==> src/uer_pkg.sv <==
package uer_pkg;

  // Measurement phase of the ranger.
  localparam logic [1:0] PhIdle = 2'd0;
  localparam logic [1:0] PhTrig = 2'd1;
  localparam logic [1:0] PhRise = 2'd2;
  localparam logic [1:0] PhHigh = 2'd3;

  // Outcome codes reported with done.
  localparam logic [1:0] OutValid   = 2'd0;
  localparam logic [1:0] OutNoRise  = 2'd1;
  localparam logic [1:0] OutTooLong = 2'd2;
  localparam logic [1:0] OutRange   = 2'd3;

  // Configuration register indexes.
  localparam logic [2:0] RegTrigTicks   = 3'd0;
  localparam logic [2:0] RegTimeout     = 3'd1;
  localparam logic [2:0] RegDistFactor  = 3'd2;
  localparam logic [2:0] RegMinDist     = 3'd3;
  localparam logic [2:0] RegMaxDist     = 3'd4;
  localparam logic [2:0] RegDefaultDist = 3'd5;

  // Register reset values.
  localparam logic [7:0]  TrigTicksRst   = 8'd10;
  localparam logic [15:0] TimeoutRst     = 16'd3000;
  localparam logic [7:0]  DistFactorRst  = 8'd58;
  localparam logic [15:0] MinDistRst     = 16'd2;
  localparam logic [15:0] MaxDistRst     = 16'd400;
  localparam logic [15:0] DefaultDistRst = 16'd0;

  // Pulse counter and quotient width, and distance factor width.
  localparam int unsigned PulseW = 17;
  localparam int unsigned FactW  = 8;

  // Divider status seen by the sequencer.
  typedef struct packed {
    logic                busy;
    logic [PulseW-1:0]   quotient;
  } div_stat_t;

endpackage

==> src/ultrasonic_echo_ranger_core.sv <==
// Ultrasonic echo ranger core.
// Each word on the slave stream is one microsecond tick carrying a start
// request and the sampled echo level. For every accepted word exactly one
// word leaves on the master stream, giving the trigger drive level, the held
// distance, busy, done and an outcome code, all after that tick's update.
// Configuration registers are written through the cfg channel, which is
// always ready; write them only while no measurement is running.
// Most words have their result computed at acceptance, and it lands in the
// output register in the cycle after. The tick that ends an echo pulse
// starts the restoring divider, which produces one quotient bit per cycle;
// that word's result reaches the output register once the divider is done
// and the output register is free. No new word is taken meanwhile.
// The next word is accepted while a finished result waits, provided the
// output register is empty or drained in that same cycle.
// Reset clears all control state, loads the register reset values and sets
// the held distance to the default distance reset value. When the receiver
// stalls, the output word holds and input acceptance stops once a second
// result would need the output register.
module ultrasonic_echo_ranger_core (
  input  logic        clk_i,
  input  logic        rst_ni,
  // Input stream, tdata bit 0 start_request, bit 1 echo_level, rest zero.
  input  logic        s_axis_tvalid,
  output logic        s_axis_tready,
  input  logic [7:0]  s_axis_tdata,
  // Output stream, tdata bit 0 trigger_level, bits 16:1 held_distance,
  // bit 17 busy_res, bit 18 done_res, bits 20:19 outcome, rest zero.
  output logic        m_axis_tvalid,
  input  logic        m_axis_tready,
  output logic [23:0] m_axis_tdata,
  // Configuration write channel.
  input  logic        cfg_valid_i,
  output logic        cfg_ready_o,
  input  logic [2:0]  cfg_index_i,
  input  logic [15:0] cfg_data_i
);
  import uer_pkg::*;

  // Sequencer states: taking ticks, or waiting on the divider.
  localparam logic StIn  = 1'b0;
  localparam logic StDiv = 1'b1;

  logic st_q, st_d;

  // Configuration registers.
  logic [7:0]  trig_ticks_q;
  logic [15:0] timeout_q;
  logic [7:0]  dist_factor_q;
  logic [15:0] min_dist_q;
  logic [15:0] max_dist_q;

  // Measurement state.
  logic [1:0]        phase_q, phase_d;
  logic [15:0]       tick_q, tick_d;
  logic [PulseW-1:0] pulse_q, pulse_d;
  logic [15:0]       good_q, good_d;

  // Output register.
  logic        ovalid_q, ovalid_d;
  logic        o_trig_q, o_trig_d;
  logic        o_busy_q, o_busy_d;
  logic        o_done_q, o_done_d;
  logic [1:0]  o_code_q, o_code_d;

  logic        in_acc;
  logic        out_free;
  logic        start_req;
  logic        echo;
  logic [7:0]  trig_len;
  logic [15:0] tick_inc;
  logic [PulseW-1:0] pulse_inc;
  logic        trig;
  logic        done;
  logic [1:0]  code;
  logic        need_div;
  logic        div_start;
  logic [FactW-1:0] divisor;
  div_stat_t   div_stat;
  logic        in_range;

  assign cfg_ready_o = 1'b1;

  // The output register can take a new word when empty or being drained now.
  assign out_free      = !ovalid_q || m_axis_tready;
  assign s_axis_tready = (st_q == StIn) && out_free;
  assign in_acc        = s_axis_tvalid && s_axis_tready;

  assign start_req = s_axis_tdata[0];
  assign echo      = s_axis_tdata[1];
  assign trig_len  = (trig_ticks_q == 8'd0) ? 8'd1 : trig_ticks_q;
  assign divisor   = (dist_factor_q == '0) ? FactW'(1) : dist_factor_q;
  assign tick_inc  = tick_q + 16'd1;
  assign pulse_inc = pulse_q + PulseW'(1);

  // One tick of the measurement sequence.
  always_comb begin
    phase_d  = phase_q;
    tick_d   = tick_q;
    pulse_d  = pulse_q;
    trig     = 1'b0;
    done     = 1'b0;
    code     = OutValid;
    need_div = 1'b0;
    case (phase_q)
      PhIdle: begin
        if (start_req) begin
          trig = 1'b1;
          if (trig_len == 8'd1) begin
            phase_d = PhRise;
            tick_d  = '0;
          end else begin
            phase_d = PhTrig;
            tick_d  = 16'd1;
          end
        end
      end
      PhTrig: begin
        trig = 1'b1;
        if (tick_inc >= {8'd0, trig_len}) begin
          phase_d = PhRise;
          tick_d  = '0;
        end else begin
          tick_d = tick_inc;
        end
      end
      PhRise: begin
        if (echo) begin
          pulse_d = PulseW'(1);
          if (timeout_q == 16'd0) begin
            done    = 1'b1;
            code    = OutTooLong;
            phase_d = PhIdle;
          end else begin
            phase_d = PhHigh;
          end
        end else if (tick_q >= timeout_q) begin
          done    = 1'b1;
          code    = OutNoRise;
          phase_d = PhIdle;
        end else begin
          tick_d = tick_inc;
        end
      end
      PhHigh: begin
        if (echo) begin
          pulse_d = pulse_inc;
          if (pulse_inc > {1'b0, timeout_q}) begin
            done    = 1'b1;
            code    = OutTooLong;
            phase_d = PhIdle;
          end
        end else begin
          // Pulse ended: the distance comes from the divider.
          need_div = 1'b1;
          done     = 1'b1;
          phase_d  = PhIdle;
        end
      end
      default: begin
        phase_d = PhIdle;
      end
    endcase
  end

  assign div_start = in_acc && need_div;

  uer_div u_div (
    .clk_i      (clk_i),
    .rst_ni     (rst_ni),
    .start_i    (div_start),
    .dividend_i (pulse_q),
    .divisor_i  (divisor),
    .stat_o     (div_stat)
  );

  assign in_range = (div_stat.quotient >= {1'b0, min_dist_q}) &&
                    (div_stat.quotient <= {1'b0, max_dist_q});

  // Sequencer and output register update.
  always_comb begin
    st_d     = st_q;
    good_d   = good_q;
    ovalid_d = ovalid_q && !m_axis_tready;
    o_trig_d = o_trig_q;
    o_busy_d = o_busy_q;
    o_done_d = o_done_q;
    o_code_d = o_code_q;
    case (st_q)
      StIn: begin
        if (in_acc) begin
          if (need_div) begin
            st_d = StDiv;
          end else begin
            ovalid_d = 1'b1;
            o_trig_d = trig;
            o_busy_d = (phase_d != PhIdle);
            o_done_d = done;
            o_code_d = code;
          end
        end
      end
      StDiv: begin
        if (!div_stat.busy && out_free) begin
          st_d     = StIn;
          ovalid_d = 1'b1;
          o_trig_d = 1'b0;
          o_busy_d = 1'b0;
          o_done_d = 1'b1;
          if (in_range) begin
            good_d   = div_stat.quotient[15:0];
            o_code_d = OutValid;
          end else begin
            o_code_d = OutRange;
          end
        end
      end
      default: begin
        st_d = StIn;
      end
    endcase
  end

  always_ff @(posedge clk_i or negedge rst_ni) begin
    if (!rst_ni) begin
      st_q          <= StIn;
      phase_q       <= PhIdle;
      tick_q        <= '0;
      pulse_q       <= '0;
      good_q        <= DefaultDistRst;
      ovalid_q      <= 1'b0;
      trig_ticks_q  <= TrigTicksRst;
      timeout_q     <= TimeoutRst;
      dist_factor_q <= DistFactorRst;
      min_dist_q    <= MinDistRst;
      max_dist_q    <= MaxDistRst;
    end else begin
      st_q     <= st_d;
      good_q   <= good_d;
      ovalid_q <= ovalid_d;
      if (in_acc) begin
        phase_q <= phase_d;
        tick_q  <= tick_d;
        pulse_q <= pulse_d;
      end
      if (cfg_valid_i && cfg_ready_o) begin
        // The default distance only matters at reset, so a later write to
        // its index has no effect and is dropped like any unknown index.
        case (cfg_index_i)
          RegTrigTicks:  trig_ticks_q  <= cfg_data_i[7:0];
          RegTimeout:    timeout_q     <= cfg_data_i;
          RegDistFactor: dist_factor_q <= cfg_data_i[7:0];
          RegMinDist:    min_dist_q    <= cfg_data_i;
          RegMaxDist:    max_dist_q    <= cfg_data_i;
          RegDefaultDist: ;
          default: ;
        endcase
      end
    end
  end

  always_ff @(posedge clk_i) begin
    o_trig_q <= o_trig_d;
    o_busy_q <= o_busy_d;
    o_done_q <= o_done_d;
    o_code_q <= o_code_d;
  end

  assign m_axis_tvalid = ovalid_q;
  assign m_axis_tdata  = {3'b000, o_code_q, o_done_q, o_busy_q, good_q, o_trig_q};

  // The divider is never restarted while it is still working.
  assert property (@(posedge clk_i) disable iff (!rst_ni)
    div_start |-> !div_stat.busy)
    else $error("divider restarted while busy");

  // No input is taken while a division is outstanding.
  assert property (@(posedge clk_i) disable iff (!rst_ni)
    (st_q == StDiv) |-> !s_axis_tready)
    else $error("input accepted during division");

  // A nonzero outcome is only ever reported together with done.
  assert property (@(posedge clk_i) disable iff (!rst_ni)
    m_axis_tvalid |-> (o_done_q || (o_code_q == OutValid)))
    else $error("outcome without done");

  // A division start leads the sequencer into the divide wait.
  assert property (@(posedge clk_i) disable iff (!rst_ni)
    div_start |=> (st_q == StDiv) && div_stat.busy)
    else $error("division not tracked");

endmodule

==> src/uer_div.sv <==
module uer_div (
  input  logic                      clk_i,
  input  logic                      rst_ni,
  input  logic                      start_i,
  input  logic [uer_pkg::PulseW-1:0] dividend_i,
  input  logic [uer_pkg::FactW-1:0]  divisor_i,
  output uer_pkg::div_stat_t        stat_o
);
  import uer_pkg::*;

  // Restoring divider, one quotient bit per cycle, MSB first.
  localparam int unsigned CntW = $clog2(PulseW + 1);
  localparam logic [CntW-1:0] Steps = CntW'(PulseW);

  logic [PulseW-1:0] quo_q, quo_d;
  logic [FactW-1:0]  rem_q, rem_d;
  logic [FactW-1:0]  dvs_q, dvs_d;
  logic [CntW-1:0]   cnt_q, cnt_d;
  logic              busy_q, busy_d;

  logic [FactW:0]    rem_sh;
  logic [FactW+1:0]  trial;

  always_comb begin
    rem_sh = {rem_q, quo_q[PulseW-1]};
    trial  = {1'b0, rem_sh} - {2'b00, dvs_q};
    quo_d  = quo_q;
    rem_d  = rem_q;
    dvs_d  = dvs_q;
    cnt_d  = cnt_q;
    busy_d = busy_q;
    if (start_i) begin
      quo_d  = dividend_i;
      rem_d  = '0;
      dvs_d  = divisor_i;
      cnt_d  = Steps;
      busy_d = 1'b1;
    end else if (busy_q) begin
      if (trial[FactW+1]) begin
        rem_d = rem_sh[FactW-1:0];
        quo_d = {quo_q[PulseW-2:0], 1'b0};
      end else begin
        rem_d = trial[FactW-1:0];
        quo_d = {quo_q[PulseW-2:0], 1'b1};
      end
      cnt_d = cnt_q - CntW'(1);
      if (cnt_q == CntW'(1)) begin
        busy_d = 1'b0;
      end
    end
  end

  always_ff @(posedge clk_i or negedge rst_ni) begin
    if (!rst_ni) begin
      cnt_q  <= '0;
      busy_q <= 1'b0;
    end else begin
      cnt_q  <= cnt_d;
      busy_q <= busy_d;
    end
  end

  always_ff @(posedge clk_i) begin
    quo_q <= quo_d;
    rem_q <= rem_d;
    dvs_q <= dvs_d;
  end

  assign stat_o.busy     = busy_q;
  assign stat_o.quotient = quo_q;

endmodule

==> config.mk <==
export PLATFORM = sky130hd
export DESIGN_NAME = ultrasonic_echo_ranger_core
export DESIGN_NICKNAME = d
export VERILOG_FILES = /design/src/uer_pkg.sv /design/src/ultrasonic_echo_ranger_core.sv /design/src/uer_div.sv
export SDC_FILE = /design/constraint.sdc
export NUM_CORES = 1
export LEC_CHECK = 0
export BUFFER_PORTS_ARGS = -buffer_cell sky130_fd_sc_hd__buf_2
export CAP_MARGIN = 20
export CORE_MARGIN = 5
export CORE_UTILIZATION = 55
export DETAILED_ROUTE_END_ITERATION = 10
export PLACE_DENSITY = 0.73
export REMOVE_ABC_BUFFERS = 1
export SKIP_LAST_GASP = 1
export SLEW_MARGIN = 0
export SYNTH_ARGS = -nofsm -noshare
export SYNTH_HDL_FRONTEND = slang
export SYNTH_SLANG_ARGS = --single-unit
==> constraint.sdc <==
create_clock -name clk_i -period 9.55 [get_ports clk_i]
set_input_delay 0.955 -clock clk_i [delete_from_list [all_inputs] [get_ports clk_i]]
set_output_delay 0.955 -clock clk_i [all_outputs]
set_load 0.01 [all_outputs]
## Word-level counts from Yosys, hierarchy flattened

Index checks and enable logic that the tools add are counted.

| word-level totals | value |
|---|---|
| bits in registers | 161 |
| word-level logic and storage cells | 143 |
| input port bits | 32 |

| cells by class | value |
|---|---|
| reductions and logical operators | 28 |
| order comparisons | 5 |
| muxes and demuxes | 68 |
| bitwise operators | 1 |
| equality and inequality tests | 17 |
| add/subtract/negate cells | 4 |

Operators by type and width:

| operator | number |
|---|---|
| two-way mux 17 bit | 4 |
| two-way mux 16 bit | 4 |
| case mux 16 bit (3 select lines) | 1 |
| case mux 17 bit (2 select lines) | 1 |
| two-way mux 2 bit | 16 |
| two-way mux 1 bit | 28 |
| adder 17 x 1 -> 17 bit (second input constant) | 1 |
| >= comparator 17 x 16 -> 1 bit | 1 |
| > comparator 17 x 16 -> 1 bit | 1 |
| <= comparator 17 x 16 -> 1 bit | 1 |
| adder 16 x 1 -> 16 bit (second input constant) | 1 |
| >= comparator 16 bit | 1 |
| >= comparator 16 x 8 -> 1 bit | 1 |
| zero test 16 bit | 1 |
| zero test 8 bit | 2 |
| two-way mux 8 bit | 2 |
| != test 2 bit (second input constant) | 7 |
| case mux 1 bit (2 select lines) | 7 |
| two-way mux 5 bit | 2 |
| AND reduction 2 bit | 5 |
| subtractor 9 x 8 -> 10 bit | 1 |
| == test 8 x 1 -> 1 bit (second input constant) | 1 |
| case mux 2 bit (2 select lines) | 2 |
| case mux 2 bit (4 select lines) | 1 |
| 19 further kinds | 31 |

## Logic depth before layout (Yosys ltp)

Gate-level depths: netlist (run 1).

| logic depth | value |
|---|---|
| depth after elaboration | 10 |
| gate-level depth with buffers | 16 |

## By module

A second synthesis (run 1) with hierarchy kept.

| unflattened totals | value |
|---|---|
| cell total of the unflattened synthesis | 943 |
| area total of the unflattened synthesis | 9527.9 um^2 |

Modules (own cells, without submodules):

| module | cells each | seq. area each (um^2) | times used | area each (um^2) |
|---|---|---|---|---|
| ultrasonic_echo_ranger_core | 782 | 3099.2 | 1 | 7527.2 |
| uer_div | 161 | 1061.0 | 1 | 2000.7 |

## Worst setup path before layout (run 1)

No wires, ideal clock.

| timing path | value |
|---|---|
| path kind | register to register |
| start | register pulse_q[0] |
| end | register o_busy_q, data pin |
| path buffers | 0 |
| library setup time | 0.147 ns |
| slack | 6.135 ns |
| stages on the path, launching flop included | 16 |
| arrival | 3.268 ns |
| period minus slack after synthesis | 3.415 ns |
| data required time | 9.403 ns |
| path through | dfrtp_1 -> nand3_1 -> nor2_1 -> nand3_1 -> nor2_1 -> and3_1 -> nand3_1 -> xnor2_1 -> ha_1 -> a2111oi_0 -> o21ai_0 -> a211oi_1 -> o21ai_1 -> o221a_1 -> a2111o_1 -> a21oi_1 |

| on the way | value |
|---|---|
| longest elaborated chain between the ends | 9 |

Ends and longest elaborated chain:

| element | line | text |
|---|---|---|
| start, declared | ultrasonic_echo_ranger_core.sv:55 | `logic [PulseW-1:0] pulse_q, pulse_d;` |
| start signal, assigned | ultrasonic_echo_ranger_core.sv:243 | `pulse_q <= pulse_d;` |
| adder 17 x 1 -> 17 bit | ultrasonic_echo_ranger_core.sv:93 | `assign pulse_inc = pulse_q + PulseW'(1);` |
| > comparator 17 x 16 -> 1 bit | ultrasonic_echo_ranger_core.sv:147 | `if (pulse_inc > {1'b0, timeout_q}) begin` |
| two-way mux 2 bit | ultrasonic_echo_ranger_core.sv:147 |  |
| two-way mux 2 bit | ultrasonic_echo_ranger_core.sv:145 | `if (echo) begin` |
| case mux 2 bit (4 select lines) | ultrasonic_echo_ranger_core.sv:104 | `case (phase_q)` |
| nonzero test 2 bit | ultrasonic_echo_ranger_core.sv:196 | `o_busy_d = (phase_d != PhIdle);` |
| two-way mux 1 bit | ultrasonic_echo_ranger_core.sv:191 | `if (need_div) begin` |
| two-way mux 1 bit | ultrasonic_echo_ranger_core.sv:190 | `if (in_acc) begin` |
| case mux 1 bit (2 select lines) | ultrasonic_echo_ranger_core.sv:188 | `case (st_q)` |
| end signal, assigned | ultrasonic_echo_ranger_core.sv:263 | `o_busy_q <= o_busy_d;` |
| end, declared | ultrasonic_echo_ranger_core.sv:61 | `logic o_busy_q, o_busy_d;` |

No other way between the ends. The select of a mux whose other input is x is not followed.
A chain may end at the register's enable or synchronous reset.

## Worst setup path after layout (run 1)

Ends and elaborated chain as after synthesis.

==> results of run 1 <==
-- Yosys cell counts, drive strengths merged, types with 5 or more instances --
cell / count
a2111oi: 5
a211oi: 10
a21o: 11
a21oi: 30
a22o: 11
and2: 5
and3: 5
buf: 16
clkbuf: 29
dfrtp: 106
dfstp: 17
dfxtp: 8
edfxtp: 30
ha: 88
inv: 80
mux2: 44
mux2i: 7
nand2: 129
nand2b: 6
nand3: 29
nand4: 19
nor2: 55
nor2b: 9
nor3: 13
nor4: 10
o21a: 13
o21ai: 90
o31ai: 6
o41ai: 6
xnor2: 20
xor2: 11
-- power by group --
part	internal, W	total [W]	switching [W]
Combinational	0.000407	0.000916	0.000509
Clock	0.000434	0.000717	0.000283
Sequential	0.000917	0.00108	0.000158
Total	0.00176	0.00271	0.000950
-- path summary, 6_finish.rpt --
| kind | from | endpoint | slack [ns] | cells past startpoint |
|---|---|---|---|---|
| worst min-delay path | dist_factor_q[7] | u_div.dvs_q[7] | 0.48 | 0 |
| worst min register to register | dist_factor_q[7] | u_div.dvs_q[7] | 0.48 | 0 |
| worst max-delay path | pulse_q[0] | o_busy_q | 5.44 | 15 |
| worst max register to register | pulse_q[0] | o_busy_q | 5.44 | 15 |
| max in group asynchronous | rst_ni | pulse_q[13] | 7.57 | 2 |
| min in group asynchronous | rst_ni | trig_ticks_q[2] | 0.56 | 1 |
-- layout by cell type (no fill, tap or decap), types with 3 or more instances in the layout --
master and n:
sky130_fd_sc_hd__o21ai_0 85, sky130_fd_sc_hd__nor3_1 11, sky130_fd_sc_hd__mux2i_1 7, sky130_fd_sc_hd__dfxtp_1 8, sky130_fd_sc_hd__nor2_1 55, sky130_fd_sc_hd__a21o_1 11, sky130_fd_sc_hd__inv_1 80, sky130_fd_sc_hd__a211oi_1 8
sky130_fd_sc_hd__nand2_1 128, sky130_fd_sc_hd__a22o_1 11, sky130_fd_sc_hd__dfstp_2 17, sky130_fd_sc_hd__nand3_1 29, sky130_fd_sc_hd__and2_1 4, sky130_fd_sc_hd__nand4_1 18, sky130_fd_sc_hd__o21ai_1 5, sky130_fd_sc_hd__conb_1 4
sky130_fd_sc_hd__mux2_1 3, sky130_fd_sc_hd__a21oi_1 30, sky130_fd_sc_hd__dfrtp_1 106, sky130_fd_sc_hd__nor4b_1 3, sky130_fd_sc_hd__buf_2 47, sky130_fd_sc_hd__nand2b_1 6, sky130_fd_sc_hd__o211ai_1 4, sky130_fd_sc_hd__xnor2_1 20
sky130_fd_sc_hd__a31oi_1 3, sky130_fd_sc_hd__a2111oi_0 4, sky130_fd_sc_hd__xor2_1 11, sky130_fd_sc_hd__ha_1 88, sky130_fd_sc_hd__o31ai_1 6, sky130_fd_sc_hd__o41ai_1 5, sky130_fd_sc_hd__nor4_1 9, sky130_fd_sc_hd__and3_1 5
sky130_fd_sc_hd__clkbuf_16 19, sky130_fd_sc_hd__edfxtp_1 30, sky130_fd_sc_hd__o21a_1 13, sky130_fd_sc_hd__buf_4 9, sky130_fd_sc_hd__nor2b_1 9, sky130_fd_sc_hd__mux2_2 41
-- state kept, by name (all words and copies together), names as in the netlist, 2 cells and up --
register       cells
tick_q            16
good_q            16
timeout_q         16
trig_ticks_q       8
max_dist_q        16
phase_q            2
u_div.quo_q       17
u_div.cnt_q        5
min_dist_q        16
dist_factor_q      8
u_div.dvs_q        8
o_code_q           2
pulse_q           17
u_div.rem_q        8
-- per-stage QoR --
stage / setup slack, ns / instance area [sq um] / power [W]
finish: 5.44 / 10400 / 0.00271
global placement: 5.59 / 9720 / 0.00195
floorplan: 6.14 / 9150 / 0.00170
detailed placement: 5.54 / 9720 / 0.00199
global route: 5.01 / 10400 / 0.00291
CTS: 5.44 / 10300 / 0.00272
-- cell families (layout without fill, tap and decap cells) --
group                    count (synthesis)  after routing  synth area share [%]
adder cells (fa/ha/maj)                 89             89                  12.0
AND/OR/NAND/NOR                        292            292                  14.5
flip-flops                             161            161                  44.4
other                                    2              4                0.0802
XOR/XNOR                                31             31                  2.90
AO/OA/AOI/OAI                          210            210                  14.5
buffers and inverters                  125            168                  5.58
multiplexers                            51             51                  6.04
-- worst register-to-register path, delay by kind of cell, from the launching register on --
family,cells,cell delay (ns)
compound gates,7,1.79
xor+xnor,1,0.16
fa+ha+maj,1,0.20
flops,1,0.48
simple gates,6,1.31
-- cell type report --
class                           count  area (sq um)
Timing Repair Buffer               56           303
Multi-Input combinational cell    677          4700
Fill cell                        1387          6280
Inverter                           80           300
Clock inverter                      9           116
Clock buffer                       23           510
Sequential cell                   161          4160
Tap cell                          220           275
-- per-layer routing --
metal  vias up  share of wire [%]
met1      3397                 46
met2       161                 48
met4         0                1.4
met5         -                  0
li1       3449                  -
met3        23                4.4
==> impl_metrics.yaml, run 1 <==
timing:
  minimum_clock_period_ns: 4.11
  rsz_0062_raised_after_global_routing: "false"
  finClkSkew_ns: 0.0142
  fin_worst_hold_slack_ns: 0.478
  timing.final.max_slew_violations: 0
  period_share_pct: 43.0
  fmax_mhz: 243
  setup_violations: 0
  worstMarginPinSlew_ns: 1.04
  timing.max_slew.rel_slack_pct: 30.9
  setup_tns_ns: 0
  hold_viol_final: 0
global_routing:
  grt-ovfl-total: 0
  globalRouteMet2Util_pct: 36.4
  globalRouteMet3Util_pct: 4.60
  antenna_found_initial: 0
  largest_net_degree_at_the_start_of_global_routing: 76
  grt_pass1_vias: 6986
  gr-usage-met1_pct: 30.5
  top_usage_layer: "met2"
  grt_use_total_pct: 22.3
  first_pass_grt_wire_length_um: 35500
place:
  globalplace.congestion: 0.867
  placed_cells: 1192
  port_buffers: 48
  dpl.hpwl_um: 15700
die:
  pin_count: 59
  chipHeight_um: 141
  fp.coreArea_sq_um: 16600
  die_width_um: 141
  initial_utilization_pct: 56.3
  design.die.area_sq_um: 19700
  std_cell_rows: 47
yosys:
  postSynthCellCount: 961
  synth_enable_flop_cells: 30
  ys_top_cells_by_area: "sky130_fd_sc_hd__dfrtp_1, sky130_fd_sc_hd__ha_1, sky130_fd_sc_hd__edfxtp_1"
  postSynthRegisterBits: 161
  ys_dominant_reg_cell: "sky130_fd_sc_hd__dfrtp_1"
  synth_largest_area_cell: "sky130_fd_sc_hd__dfrtp_1"
  ys_seq_area_share_pct: 44.4
  synthDominantCellAreaShare_pct: 28.3
  async_flop_share_pct: 76.4
  synth.avg_cell_area_sq_um: 9.75
  yosysWarningCount: 0
  synth.distinct_cells: 72
  syn-cell-area_sq_um: 9370
clocking:
  max-clock-path-buffers: 2
  cts-hold-fix-buffers: 0
  clockRootBuffer: "sky130_fd_sc_hd__clkbuf_16"
  cts_setup_buffers: 0
  cts-htree-levels: 4
  clkSlewWorstSetupHoldPaths_ns: 0.06
  tritoncts.num_buffers: 17
  tritoncts_clock_tree: "yes"
  cts_resized: 0
  clock_sinks: 161
  clk-insertion-delay-late_ns: 0.43
cells_and_area:
  antennaDiodeCount: 0
  design.final.nets: 1114
  finalCoreUtilization_pct: 62.3
  post_route_cells_drive_above_1_share_pct: 15.5
  area_added_between_synthesis_and_finish_pct: 10.6
  final-instance-count-excl-fill: 1226
critical_path:
  timing.critical_path.max_delay_family: "compound AO/OA/AOI/OAI gates"
  worst_setup_path_end_kind: "flop"
  critical_path.n_buffers_inverters: 0
  cp_max_fo: 7
  setup.worst_path.start_class: "flop"
  ordered_cell_list_for_the_critical_path: "nand3_1, nor2_1, nand3_1, nor2_1, and3_1, nand3_1, xnor2_1, ha_1, a2111oi_0, o21ai_0, a211oi_1, o21ai_1, o221a_1, a2111o_1, a21oi_1"
  worstPathRequired_ns: 9.82
  setup.worst_path.class: "reg -> reg"
  cp_slowest_stage_delay_ns: 0.48
  worst_path_arrival_time_ns: 4.38
  worst_path_most_repeated_cell: "sky130_fd_sc_hd__nand3_1"
  critPathSlowestCell: "sky130_fd_sc_hd__dfrtp_1"
route:
  drc_violations: 0
  first_iteration_detailed_routing_drc_count: 498
  wl_um: 21500
  routed_via_density: 5.73
  antenna_violating_nets_post_route: 0
  firstDrtPassIters: 5
  detail_route.wl_per_cell_um: 17.6
  vias: 7030
min_path:
  min_path_type: "reg -> reg"
pwr:
  power.density_cell_area_nw_per_um2: 261
  leakagePower_nw: 4.84
  power.ir.vdd_worst_mv: 0.130
run:
  max-cap-violations: 0
status:
  status: "finished clean"
Power figures use the tool's default switching activity.
==> run 2: changes to the inputs <==
==> constraint.sdc (replaced) <==
create_clock -name clk_i -period 3.8 [get_ports clk_i]
set_input_delay 0.38 -clock clk_i [delete_from_list [all_inputs] [get_ports clk_i]]
set_output_delay 0.38 -clock clk_i [all_outputs]
set_load 0.01 [all_outputs]
==> impl_metrics.yaml, run 2 (synthesized netlist as in run 1, its figures left out) <==
clocking:
  clockRootBuffer: "sky130_fd_sc_hd__clkbuf_16"
  clkSlewWorstSetupHoldPaths_ns: 0.07
  max-clock-path-buffers: 2
  tritoncts.num_buffers: 17
  clk-insertion-delay-late_ns: 0.44
  cts-hold-fix-buffers: 0
  clock_sinks: 161
  tritoncts_clock_tree: "yes"
  cts-htree-levels: 4
cells_and_area:
  layout.cells.most_common: "sky130_fd_sc_hd__nand2_1"
  finalCoreUtilization_pct: 62.8
  antennaDiodeCount: 0
  largest_registers: "pulse_q (17), u_div.quo_q (17)"
  post_route_cells_drive_above_1_share_pct: 17.3
  layout.cells.most_common_list: "sky130_fd_sc_hd__nand2_1, sky130_fd_sc_hd__dfrtp_1, sky130_fd_sc_hd__ha_1, sky130_fd_sc_hd__o21ai_0, sky130_fd_sc_hd__inv_1"
  design.final.nets: 1125
  area_added_between_synthesis_and_finish_pct: 11.6
  n_fill_cell: 1358
global_routing:
  grt_use_total_pct: 22.9
  grt_pass1_vias: 7032
  largest_net_degree_at_the_start_of_global_routing: 60
  grt-ovfl-total: 0
  first_pass_grt_wire_length_um: 36200
  antenna_found_initial: 0
critical_path:
  r2r-end: "o_busy_q"
  worstPathRequired_ns: 4.08
  r2r_setup_slack_ns: 0.20
  rr_startpoint: "pulse_q[0]"
  setup.worst_path.start_class: "flop"
  setup.worst_path.class: "reg -> reg"
  cp_max_fo: 7
  worst_setup_path_end_kind: "flop"
  worst_path_arrival_time_ns: 3.87
  worst-r2r-cell-count: 14
die:
  fp.coreArea_sq_um: 16600
  pin_count: 59
  die_width_um: 141
  std_cell_rows: 47
  chipHeight_um: 141
  initial_utilization_pct: 56.3
  design.die.area_sq_um: 19700
timing:
  rsz_0062_raised_after_global_routing: "false"
  minimum_clock_period_ns: 3.60
  period_share_pct: 94.7
  setup_violations: 0
  timing.max_slew.rel_slack_pct: 36.5
  finClkSkew_ns: 0.0137
  fmax_mhz: 278
  worstMarginPinSlew_ns: 0.952
  timing.final.max_slew_violations: 0
  setup_tns_ns: 0
  hold_viol_final: 0
status:
  status: "finished clean"
route:
  drc_violations: 0
  antenna_violating_nets_post_route: 0
  firstDrtPassIters: 5
  wl_um: 22100
  vias: 7206
  detail_route.wl_per_cell_um: 17.9
  first_iteration_detailed_routing_drc_count: 448
  routed_via_density: 5.83
place:
  globalplace.congestion: 0.853
  dpl.hpwl_um: 16100
  port_buffers: 48
pwr:
  power.ir.vdd_worst_mv: 0.402
  leakagePower_nw: 4.90
  power.density_cell_area_nw_per_um2: 653
min_path:
  min_path_type: "in -> async"
run:
  max-cap-violations: 0
-- run 2: changes by cell type in the layout (fill, tap and decap cells not counted), moves of 2 or more --
cell,delta
sky130_fd_sc_hd__buf_4,+11
sky130_fd_sc_hd__clkbuf_16,-2
sky130_fd_sc_hd__clkbuf_8,-2
sky130_fd_sc_hd__dfrtp_1,-4
sky130_fd_sc_hd__dfrtp_2,+4
sky130_fd_sc_hd__inv_8,+2
-- run 2: critical path, cell delays in order (launching register included) --
cell and delay [ns]:
sky130_fd_sc_hd__dfrtp_2 0.43, sky130_fd_sc_hd__ha_1 0.26, sky130_fd_sc_hd__nand3_2 0.19, sky130_fd_sc_hd__nor2_1 0.25
sky130_fd_sc_hd__nand3_1 0.17, sky130_fd_sc_hd__xnor2_1 0.17, sky130_fd_sc_hd__ha_1 0.29, sky130_fd_sc_hd__nand4_1 0.14
sky130_fd_sc_hd__nor3_1 0.36, sky130_fd_sc_hd__nand3_1 0.11, sky130_fd_sc_hd__o21ai_0 0.12, sky130_fd_sc_hd__o21ai_2 0.14
sky130_fd_sc_hd__o221a_1 0.28, sky130_fd_sc_hd__a2111o_1 0.37, sky130_fd_sc_hd__a21oi_1 0.14
-- run 2: stage by stage --
stage | setup slack, ns | instance area (sq um) | hold slack, ns | cells | total power, W
detailed placement | 0.160 | 9800 | 0.465 | 1203 | 0.00504
global route | 0.000479 | 10500 | 0.0819 | 1237 | 0.00734
floorplan | 0.386 | 9150 | 0.0844 | 918 | 0.00428
global placement | 0.233 | 9800 | 0.459 | 1203 | 0.00494
CTS | 0.129 | 10400 | 0.0413 | 1235 | 0.00685
finish | 0.201 | 10500 | 0.0178 | 1237 | 0.00683
-- run 2: how the worst max path moves through the flow --
| stage | startpoint | slack (ns) | endpoint | cells after the start |
|---|---|---|---|---|
| after floorplan | pulse_q[0] | 0.39 | o_busy_q | 15 |
| after global placement | pulse_q[0] | 0.23 | o_busy_q | 12 |
| after detailed placement | pulse_q[0] | 0.16 | o_busy_q | 12 |
| after CTS | pulse_q[0] | 0.13 | o_busy_q | 12 |
| after global routing | pulse_q[2] | 0.0005 | o_busy_q | 15 |
| final | pulse_q[0] | 0.20 | o_busy_q | 14 |
-- run 2: routing by layer --
metal | GRT usage [%] | up-vias | routed length (um) | part of all wire (%)
met1 | 30.8 | 3515 | 9950 | 45
met4 | 8.98 | 0 | 635 | 2.9
met2 | 37.0 | 192 | 10400 | 47
li1 | - | 3459 | - | -
met3 | 3.89 | 40 | 1080 | 4.9
met5 | 0 | - | 0 | 0
-- run 2: timing repair --
action                                  in CTS  in global routing
endpoints found under the setup margin       0                  3
buffers inserted                             0                  1
gates resized for setup                      0                 12
-- run 2: layout make-up --
type	count	area, sq um	area share, %
clock inverters	14	178	1.70
flip-flops and latches	161	4170	39.8
repair buffers	67	385	3.69
multi-input cells	677	4720	45.2
well taps	220	275	2.63
inverters	80	300	2.87
clock buffers	18	429	4.10
-- run 2: report_power, final --
part | switching (W) | internal (W) | leakage [nW]
combinational | 0.00128 | 0.00105 | 2.71
sequential | 0.000412 | 0.00231 | 1.89
clock | 0.000731 | 0.00105 | 0.298
